**src/sv/sct_pkg.sv**
```systemverilog
// Types and codes shared by the sleep countdown table.
package sct_pkg;

  localparam logic FuncSet  = 1'b0;
  localparam logic FuncTick = 1'b1;

  localparam int unsigned SlotW  = 5;
  localparam int unsigned TicksW = 16;

  typedef struct packed {
    logic              func;
    logic [SlotW-1:0]  slot;
    logic [TicksW-1:0] ticks;
  } in_beat_t;

  typedef struct packed {
    logic             is_wake;
    logic [SlotW-1:0] wake_slot;
    logic             last;
  } out_beat_t;

endpackage

```
**src/sv/sleep_countdown_table.sv**
```systemverilog
// Per-slot countdown timer table: slot counters in one synchronous RAM.
//
// Input channel (in_valid_i / in_stall_o / in_data_i) takes set and tick beats.
// A set beat writes one slot's count (zero cancels) and gives no output.
// A tick beat starts a sweep over all NUM_SLOTS slots in ascending order,
// one slot per cycle unless an output stall holds it: the counter RAM is
// read in a registered stage ahead of the decrement and write-back.
// Each counter that falls to zero sends a wake beat naming its slot; every
// tick closes with one marker beat flagged last. in_stall_o stays high for
// the whole sweep and the marker, so items are handled one at a time.
// Output channel (out_valid_o / out_stall_i / out_data_o) is a register;
// a stall there holds the sweep at the slot that wants to send, and a new
// item may be taken while the marker still waits to be taken.
// Reset clears the per-slot valid bits, so all counters read as zero
// at once; no clearing pass is needed.
module sleep_countdown_table_core #(
  parameter int unsigned NUM_SLOTS   = 32,
  parameter int unsigned COUNT_WIDTH = 16
) (
  input  logic               clk_i,
  input  logic               rst_ni,
  input  logic               in_valid_i,
  output logic               in_stall_o,
  input  sct_pkg::in_beat_t  in_data_i,
  output logic               out_valid_o,
  input  logic               out_stall_i,
  output sct_pkg::out_beat_t out_data_o
);

  localparam int unsigned IdxW = (NUM_SLOTS > 1) ? $clog2(NUM_SLOTS) : 1;
  localparam int unsigned CntW = $clog2(NUM_SLOTS + 1);
  localparam logic [6:0] NumSlots7 = 7'(NUM_SLOTS);
  localparam logic [CntW-1:0] NumSlotsC = CntW'(NUM_SLOTS);
  localparam logic [COUNT_WIDTH-1:0] CountMax = {COUNT_WIDTH{1'b1}};
  localparam logic [31:0] CountMax32 = 32'(CountMax);
  localparam logic [COUNT_WIDTH-1:0] CountOne = COUNT_WIDTH'(1);

  typedef enum logic [2:0] {
    StIdle  = 3'b001,
    StSweep = 3'b010,
    StMark  = 3'b100
  } state_e;

  state_e state_q, state_d;

  logic [COUNT_WIDTH-1:0] mem_q [NUM_SLOTS];
  logic [COUNT_WIDTH-1:0] rd_data_q;
  logic [NUM_SLOTS-1:0]   vld_q, vld_d;

  logic                   p_valid_q, p_valid_d;
  logic [IdxW-1:0]        p_idx_q, p_idx_d;
  logic [CntW-1:0]        cnt_q, cnt_d;

  logic                   out_valid_q, out_valid_d;
  sct_pkg::out_beat_t     out_q, out_d;

  logic                   we, re;
  logic [IdxW-1:0]        waddr, raddr;
  logic [COUNT_WIDTH-1:0] wdata;

  logic                   in_acc, out_free;
  logic [COUNT_WIDTH-1:0] cur;
  logic                   p_wake, adv;
  logic [31:0]            ticks32;
  logic [COUNT_WIDTH-1:0] set_val;
  logic [5:0]             set_slot6, p_idx6;
  logic                   set_in_range;

  assign in_stall_o = (state_q != StIdle);
  assign in_acc     = in_valid_i && !in_stall_o;
  assign out_free   = !out_valid_q || !out_stall_i;

  assign cur    = vld_q[p_idx_q] ? rd_data_q : '0;
  assign p_wake = p_valid_q && (cur == CountOne);
  assign adv    = !p_wake || out_free;

  assign ticks32      = 32'(in_data_i.ticks);
  assign set_val      = (ticks32 > CountMax32) ? CountMax : ticks32[COUNT_WIDTH-1:0];
  assign set_slot6    = {1'b0, in_data_i.slot};
  assign set_in_range = {1'b0, set_slot6} < NumSlots7;
  assign p_idx6       = 6'(p_idx_q);

  always_comb begin
    state_d     = state_q;
    p_valid_d   = p_valid_q;
    p_idx_d     = p_idx_q;
    cnt_d       = cnt_q;
    vld_d       = vld_q;
    we          = 1'b0;
    waddr       = p_idx_q;
    wdata       = cur - CountOne;
    re          = 1'b0;
    raddr       = cnt_q[IdxW-1:0];
    out_valid_d = out_valid_q && out_stall_i;
    out_d       = out_q;
    unique case (state_q)
      StIdle: begin
        if (in_acc) begin
          if (in_data_i.func == sct_pkg::FuncTick) begin
            state_d   = StSweep;
            cnt_d     = '0;
            p_valid_d = 1'b0;
          end else if (set_in_range) begin
            we           = 1'b1;
            waddr        = set_slot6[IdxW-1:0];
            wdata        = set_val;
            vld_d[waddr] = 1'b1;
          end
        end
      end
      StSweep: begin
        if (adv) begin
          if (p_valid_q && (cur != '0)) begin
            we = 1'b1;
          end
          if (p_wake) begin
            out_valid_d       = 1'b1;
            out_d.is_wake     = 1'b1;
            out_d.wake_slot   = p_idx6[4:0];
            out_d.last        = 1'b0;
          end
          if (cnt_q < NumSlotsC) begin
            re        = 1'b1;
            p_valid_d = 1'b1;
            p_idx_d   = cnt_q[IdxW-1:0];
            cnt_d     = cnt_q + CntW'(1);
          end else begin
            p_valid_d = 1'b0;
            state_d   = StMark;
          end
        end
      end
      StMark: begin
        if (out_free) begin
          out_valid_d     = 1'b1;
          out_d.is_wake   = 1'b0;
          out_d.wake_slot = '0;
          out_d.last      = 1'b1;
          state_d         = StIdle;
        end
      end
      default: begin
        state_d = StIdle;
      end
    endcase
  end

  always_ff @(posedge clk_i) begin
    if (we) begin
      mem_q[waddr] <= wdata;
    end
    if (re) begin
      rd_data_q <= mem_q[raddr];
    end
  end

  always_ff @(posedge clk_i or negedge rst_ni) begin
    if (!rst_ni) begin
      state_q     <= StIdle;
      vld_q       <= '0;
      p_valid_q   <= 1'b0;
      p_idx_q     <= '0;
      cnt_q       <= '0;
      out_valid_q <= 1'b0;
    end else begin
      state_q     <= state_d;
      vld_q       <= vld_d;
      p_valid_q   <= p_valid_d;
      p_idx_q     <= p_idx_d;
      cnt_q       <= cnt_d;
      out_valid_q <= out_valid_d;
    end
  end

  always_ff @(posedge clk_i) begin
    out_q <= out_d;
  end

  assign out_valid_o = out_valid_q;
  assign out_data_o  = out_q;

  a_tick_busy: assert property (@(posedge clk_i) disable iff (!rst_ni)
    in_acc && (in_data_i.func == sct_pkg::FuncTick) |=> in_stall_o)
    else $error("tick accepted but block not busy");

  a_wake_not_last: assert property (@(posedge clk_i) disable iff (!rst_ni)
    out_valid_o && out_data_o.is_wake |-> !out_data_o.last)
    else $error("wake beat flagged last");

  a_pipe_in_sweep: assert property (@(posedge clk_i) disable iff (!rst_ni)
    p_valid_q |-> (state_q == StSweep))
    else $error("sweep stage valid outside sweep");

  a_mark_after_sweep: assert property (@(posedge clk_i) disable iff (!rst_ni)
    (state_q == StMark) |-> !p_valid_q && (cnt_q == NumSlotsC))
    else $error("marker state before sweep finished");

endmodule

```
**config.mk**
```make
export PLATFORM = sky130hd
export DESIGN_NAME = sleep_countdown_table_core
export DESIGN_NICKNAME = d
export VERILOG_FILES = /design/src/sv/sct_pkg.sv /design/src/sv/sleep_countdown_table.sv
export SDC_FILE = /design/constraint.sdc
export NUM_CORES = 1
export LEC_CHECK = 0
export ABC_CLOCK_PERIOD_IN_PS = 7200
export BUFFER_PORTS_ARGS = -buffer_cell sky130_fd_sc_hd__buf_2
export CORE_ASPECT_RATIO = 0.75
export CORE_UTILIZATION = 35
export DETAILED_ROUTE_END_ITERATION = 10
export PLACE_DENSITY = 0.54
export SYNTH_ARGS = -nofsm -noshare
export SYNTH_HDL_FRONTEND = slang
export SYNTH_SLANG_ARGS = --single-unit
```
**constraint.sdc**
```tcl
create_clock -name clk_i -period 7.2 [get_ports clk_i]
set_clock_uncertainty 0.1 [all_clocks]
set_input_delay 0.36 -clock clk_i [delete_from_list [all_inputs] [get_ports clk_i]]
set_output_delay 0.36 -clock clk_i [all_outputs]
set_load 0.1 [all_outputs]
```
After elaboration in Yosys (flattened, before gate mapping) --
Memory sizes are Yosys's and may differ from the RTL's. A register that Yosys moved wholly into a read port is not among the register bits. Cells that the tools add are included.
Word-level totals: register bits 55, RAM bits 512, bits of input ports 26, output and inout port bits 9, logic and storage cells 100, memories 1
Operators by class: $add $sub $neg 2, magnitude comparators 6, eq/ne operators 12, multiplexer cells 48, bitwise operators 2, reductions and logical operators 20
Memories:
- mem_q | words 32, width 16, rd ports 1, clocked after Yosys merged registers in 1, wr ports 1, RTL line sleep_countdown_table.sv:46 | logic [COUNT_WIDTH-1:0] mem_q [NUM_SLOTS];
Operators by type and width (number):
- $mux 16 | 6
- $or 32x32->32 | 1
- $mux 6 | 4
- $mux 7 | 3
- $mux 5 | 4
- $lt 5x6->1 const B | 3
- $mux 1 | 18
- $eq 16x1->1 const B | 1
- $gt 16x16->1 const B | 1
- $reduce_bool 16->1 | 1
- $sub 16x1->16 const B | 1
- $mux 3 | 5
- $ne 2x2->1 const B | 7
- $pmux 7 s2 | 1
- $pmux 6 s2 | 1
- $reduce_and 4->1 | 3
- $reduce_and 5->1 | 2
- $pmux 3 s3 | 1
- $add 6x1->6 const B | 1
- $lt 6x6->1 const B | 1
- $pmux 1 s2 | 3
- $bmux 1 s5 | 1
- $demux 1 s5 | 1
- $ge 5x1->1 const B | 1
- 10 further kinds | 19

Longest topological paths before layout --
depth in word-level cells 11, depth in mapped cells 18, depth with buffers taken out 14

Least setup slack after synthesis --
No wires, ideal clock.
path type reg2reg, start register p_idx_q[1], end memory mem_q[0][12] (data pin), library setup time 0.467 ns, arrival time 3.693 ns, required time 6.633 ns, setup slack 2.940 ns, stages on the path, launching flop included 15, path buffers 5, period minus slack after synthesis 4.260 ns, cell sequence dfrtp_1 > buf_2 > buf_2 > mux2i_1 > nand2_1 > nand3_1 > nand2_1 > or2_1 > buf_2 > buf_2 > nand2_1 > ha_1 > clkbuf_1 > nor2_1 > o31ai_1
On the way: cells in the longest elaborated chain, start to end 8
RTL lines:
- start: declaration | RTL line sleep_countdown_table.sv:51 | logic [IdxW-1:0] p_idx_q, p_idx_d;
- start signal: assignment | RTL line sleep_countdown_table.sv:169 | p_idx_q <= p_idx_d;
- $bmux 1 s5 * | RTL line sleep_countdown_table.sv:73 | assign cur = vld_q[p_idx_q] ? rd_data_q : '0;
- $mux 1 (implied by the code) * | RTL line sleep_countdown_table.sv:73
- $mux 16 * | RTL line sleep_countdown_table.sv:73
- $sub 16x1->16 * | RTL line sleep_countdown_table.sv:91 | wdata = cur - CountOne;
- $mux 16 | RTL line sleep_countdown_table.sv:103 | end else if (set_in_range) begin
- $mux 16 | RTL line sleep_countdown_table.sv:99 | if (in_data_i.func == sct_pkg::FuncTick) begin
- $mux 16 | RTL line sleep_countdown_table.sv:98 | if (in_acc) begin
- $mux 16 * | RTL line sleep_countdown_table.sv:96 | unique case (state_q)
- net wdata[12] | RTL line sleep_countdown_table.sv:59 | logic [COUNT_WIDTH-1:0] wdata;
- end: declaration | RTL line sleep_countdown_table.sv:46
The timed path passes the listed nets; every way through them passes the cells marked *. The select of a mux whose other input is x is not followed.

Final worst setup path --
start register p_idx_q[1], end memory mem_q[22][15] (enable)
On the way: cells in the longest elaborated chain, start to end 11, elaborated cells between the ends (all ways) 18, those cells by class eq/ne: 1; mux: 12; reduce/logical: 5
RTL lines:
- $bmux 1 s5 | RTL line sleep_countdown_table.sv:73
- $mux 1 (implied by the code) | RTL line sleep_countdown_table.sv:73
- $mux 16 | RTL line sleep_countdown_table.sv:73
- $eq 16x1->1 | RTL line sleep_countdown_table.sv:74 | assign p_wake = p_valid_q && (cur == CountOne);
- $logic_and 1x1->1 | RTL line sleep_countdown_table.sv:74
- $logic_not 1->1 | RTL line sleep_countdown_table.sv:75 | assign adv = !p_wake || out_free;
- $logic_or 1x1->1 | RTL line sleep_countdown_table.sv:75
- $mux 1 | RTL line sleep_countdown_table.sv:112 | if (adv) begin
- $pmux 1 s2 | RTL line sleep_countdown_table.sv:96
- $mux 1 | RTL line sleep_countdown_table.sv:149 | if (we) begin
- $mux 1 (implied by the code) | RTL line sleep_countdown_table.sv:150 | mem_q[waddr] <= wdata;
Parallel ways exist; a longest one is shown, timed or not. The select of a mux whose other input is x is not followed.

==> results.md <==
- Status: completed
- Vias in the first global route: between 10k and 15k
- Maxcap violations: 0
- Internal reg-to-reg setup slack: between 1 and 1.5 ns
- Clock share of power: 0.343
- Area grow syn2layout: 13.9%
- Commonest cells after routing, fill and taps aside: 535 x edfxtp_1, 160 x mux4_2, 55 x clkbuf_16
- CP endpoint kind: register
- Setup crit end: mem_q[22][15]
- Largest net degree at the start of global routing: between 90 and 100
- CP startpoint kind: register
- Synth top area share: 0.690
- Setup TNS: 0 ns
- Antenna violations before repair: 10
- Grt met2 use: 0.228
- Fin nets: 1231
- Post-synthesis cell type count: 58
- Routed vias/inst: 5.49
- HPWL after DPL: 38.2 mm
- Post-synthesis sequential area ratio: 0.741
- Total track usage: 0.180
- M3 GR Usage: 0.0637
- Worst path max stage delay: just over 1 ns
- Pre-CTS WS: 1.51 ns
- Placed cells: 2014
- Clock buffer count from CTS: 55
- Worst endpoint data arrival time: about 5.9 ns
- Post-route DRC: 0
- Tmin final: 5.73 ns
- Crit Reg-Reg Startpoint: p_idx_q[1]
- Yosys top cell by area: edfxtp_1
- Post-Syn Instances: 1145
- Cell Int Power: 0.00640 W
- Max FO, Critical Path: 22
- Slew Viols, Final: 0
- Crit-path cells: mux2i_1 > a211oi_1 > nand3_1 > nand2_1 > or2_1 > nand2_1 > ha_1 > nor2b_1 > a22oi_1 > o21ai_1 > nand2_1 > nor2_2
- Worst Reg-to-Reg Cells: 12
- Crit share post-route: 0.796
- FF-to-FF End: mem_q[22][15]
- Layout Cells excl Fill: 2119
- Synth top area cells: edfxtp_1 69%, mux4_2 15%, dfrtp_1 5.0%
- Peak VDD IR: ~0.00034 V
- Sw power: 0.00245 W
- Unrepaired setup endpoints after global routing: no
- # rows: 81
- Slew headroom: 0.147
- Seq cells post-synth: 583
- Clock sinks: 583
- Power Density: 334 nW/µm²
- Post-cts gate resize count: 0
- Critical Path RT: 7.33 ns
- Post-synth ARST share: 0.0823
- CP Launch Point: p_idx_q[1]
- Clk root buf: clkbuf_16
- Die Y-Extent: 225 µm
- DRT Pass-1 Iters: 5
- Gp weighted congestion: 0.807
- Number of DRC markers in iteration 0: 1371
- Vias: 11.6k
- Mapped Area: 23300 µm²
- GR peak layer: met1
- Hold Slack: 0.0766 ns
- Mean Syn Cell Area: roughly 20 µm²
- Initial Util: 0.356
- Wire length per cell: 28.4 µm
- Worst-path clk slew: roughly 0.06 ns
- CP most frequent cell: nand2_1
- First-pass GRT wire length: 85.4 mm
- Pwr Total: 0.00885 W
- EDFF count, synth: 535
- Flop pwr share: 0.477
- Sw Ratio: 0.277
- Final hold vios: 0
- Fmax: 174 MHz
- Met1 Track Usage GR: 0.289
- Main synth FF type: edfxtp_1
- P_leak: 8.25 nW
- Slowest CP cell: dfrtp_1
- Final setup viols: 0
- Grt total ovfl: 0
- Mapped Nets: 1174
- DIE WIDTH: 300 µm
- IO Count: 35
- H-tree depth: 2
- Yosys warning count: 0
- Share of layout cells above drive strength 1: 0.309
- Logic gate share of total power: 0.180
- Most common cell after layout, fill and taps aside: edfxtp_1
- CTS tree: done
- Setup Crit Path Kind: reg2reg
- Final setup margin: approximately 1.5 ns
- Die area: 67600 µm²
- CTS Buffer Depth: 3
- Routed Antenna Nets: 0
- Aggregate routed wire length: 60.2 mm
- Hold Crit Class: in2reg
- Clock Latency Late Sink: 0.60 ns
- Core Area: 65500 µm²
- PortBufs: 34
- Least-Margin Pin Slew: 1.28 ns
## sequential cells by signal, indices dropped and copies added (netlist names)
| register | flops |
|---|---|
| mem_q | 512 |
| state_q | 3 |
| out_data_o | 7 |
| out_valid_o | 1 |
| cnt_q | 6 |
| p_valid_q | 1 |
| rd_data_q | 16 |
| p_idx_q | 5 |
| vld_q | 32 |
## worst min path at each step
stage / startpoint / endpoint / slack, ns / cells after the start
final: in_data_i[18] / vld_q[29] / 0.08 / 3
after detailed placement: vld_q[12] / vld_q[12] / 0.34 / 1
after global placement: vld_q[12] / vld_q[12] / 0.35 / 1
after global routing: in_data_i[18] / vld_q[29] / 0.07 / 3
after CTS: in_data_i[18] / vld_q[29] / 0.05 / 3
after floorplan: rst_ni / cnt_q[0] / -0.04 / 0
## kinds of logic (layout without fill, tap and decap cells)
logic type / Yosys count / after routing / synth area share
flops: 583 / 583 / 0.741
simple gates: 189 / 189 / 0.0382
mux: 200 / 200 / 0.173
buf+inv: 69 / 171 / 0.0152
other cells: 0 / 1 / 0
xor+xnor: 8 / 8 / 0.00301
fa+ha+maj: 3 / 3 / 0.00161
compound gates: 93 / 93 / 0.0278
## per-layer routing
layer,up-vias,share of wire
met4,2,0.012
met1,6312,0.49
met3,55,0.10
li1,4816,-
met5,-,0.00022
met2,442,0.40
## what timing repair did
| action | 4_1_cts | 5_1_grt |
|---|---|---|
| buffers inserted | 0 | 0 |
| endpoints found under the hold margin | 48 | 0 |
| hold buffers | 2 | 0 |
## critical path: cells and delay by family, from the launching register on
| family | cells | cell delay, ns |
|---|---|---|
| AOI/OAI and AO/OA | 3 | 0.92 |
| and+or+nand+nor | 7 | 2.69 |
| DFF | 1 | 1.02 |
| adders and majority gates | 1 | 0.43 |
| muxes | 1 | 0.17 |
## synthesized netlist by cell type (2+ instances only)
library cell  count
nand2b_1          7
xnor2_1           5
a21o_1           19
buf_1             3
a21oi_1          10
a21oi_2           3
nor3b_1           3
and2_1            4
mux2_2           16
or3_1             2
nor3_2            2
inv_2             4
o31ai_1           2
xor2_1            3
nand3b_1          2
mux4_2          160
a22oi_1           5
inv_1             8
a31oi_1          12
dfrtp_1          47
o21ai_1           6
buf_2            13
o21bai_1         16
and3_1            4
a2111oi_0         3
clkbuf_1         30
a41oi_1           2
edfxtp_1        535
o21ai_0           6
buf_6            10
nor2b_1          12
mux2_1            5
nor3_1            8
mux2i_1          19
nor2_1           75
nand2_1          42
nand3_1          19
ha_1              3
## through the flow
| step | cell area (µm²) | util |
|---|---|---|
| 6_report | 26500 | 0.405 |
| 5_1_grt | 26500 | 0.405 |
| 4_1_cts | 26500 | 0.405 |
| 3_5_place_dp | 24600 | 0.376 |
| 3_3_place_gp | 24600 | 0.376 |
| 2_1_floorplan | 23300 | - |
## layout make-up
cell class / instances / area (µm²)
clock inverters: 40 / 465
clock buffers: 62 / 1400
flip-flops and latches: 583 / 17300
diodes: 1 / 2.50
inverters: 12 / 45.0
multi-input cells: 493 / 5890
well taps: 871 / 1090
repair buffers: 57 / 360
fillers: 5814 / 38900
## power groups by stage
stage / sequential, W / clock (W) / combinational (W)
floorplan: 0.00425 / 0 / 0.000896
CTS: 0.00422 / 0.00309 / 0.00159
finish: 0.00422 / 0.00304 / 0.00159
global route: 0.00423 / 0.00321 / 0.00168
global placement: 0.00429 / 0 / 0.00156
detailed placement: 0.00429 / 0 / 0.00159
Power figures use the tool's default switching activity.
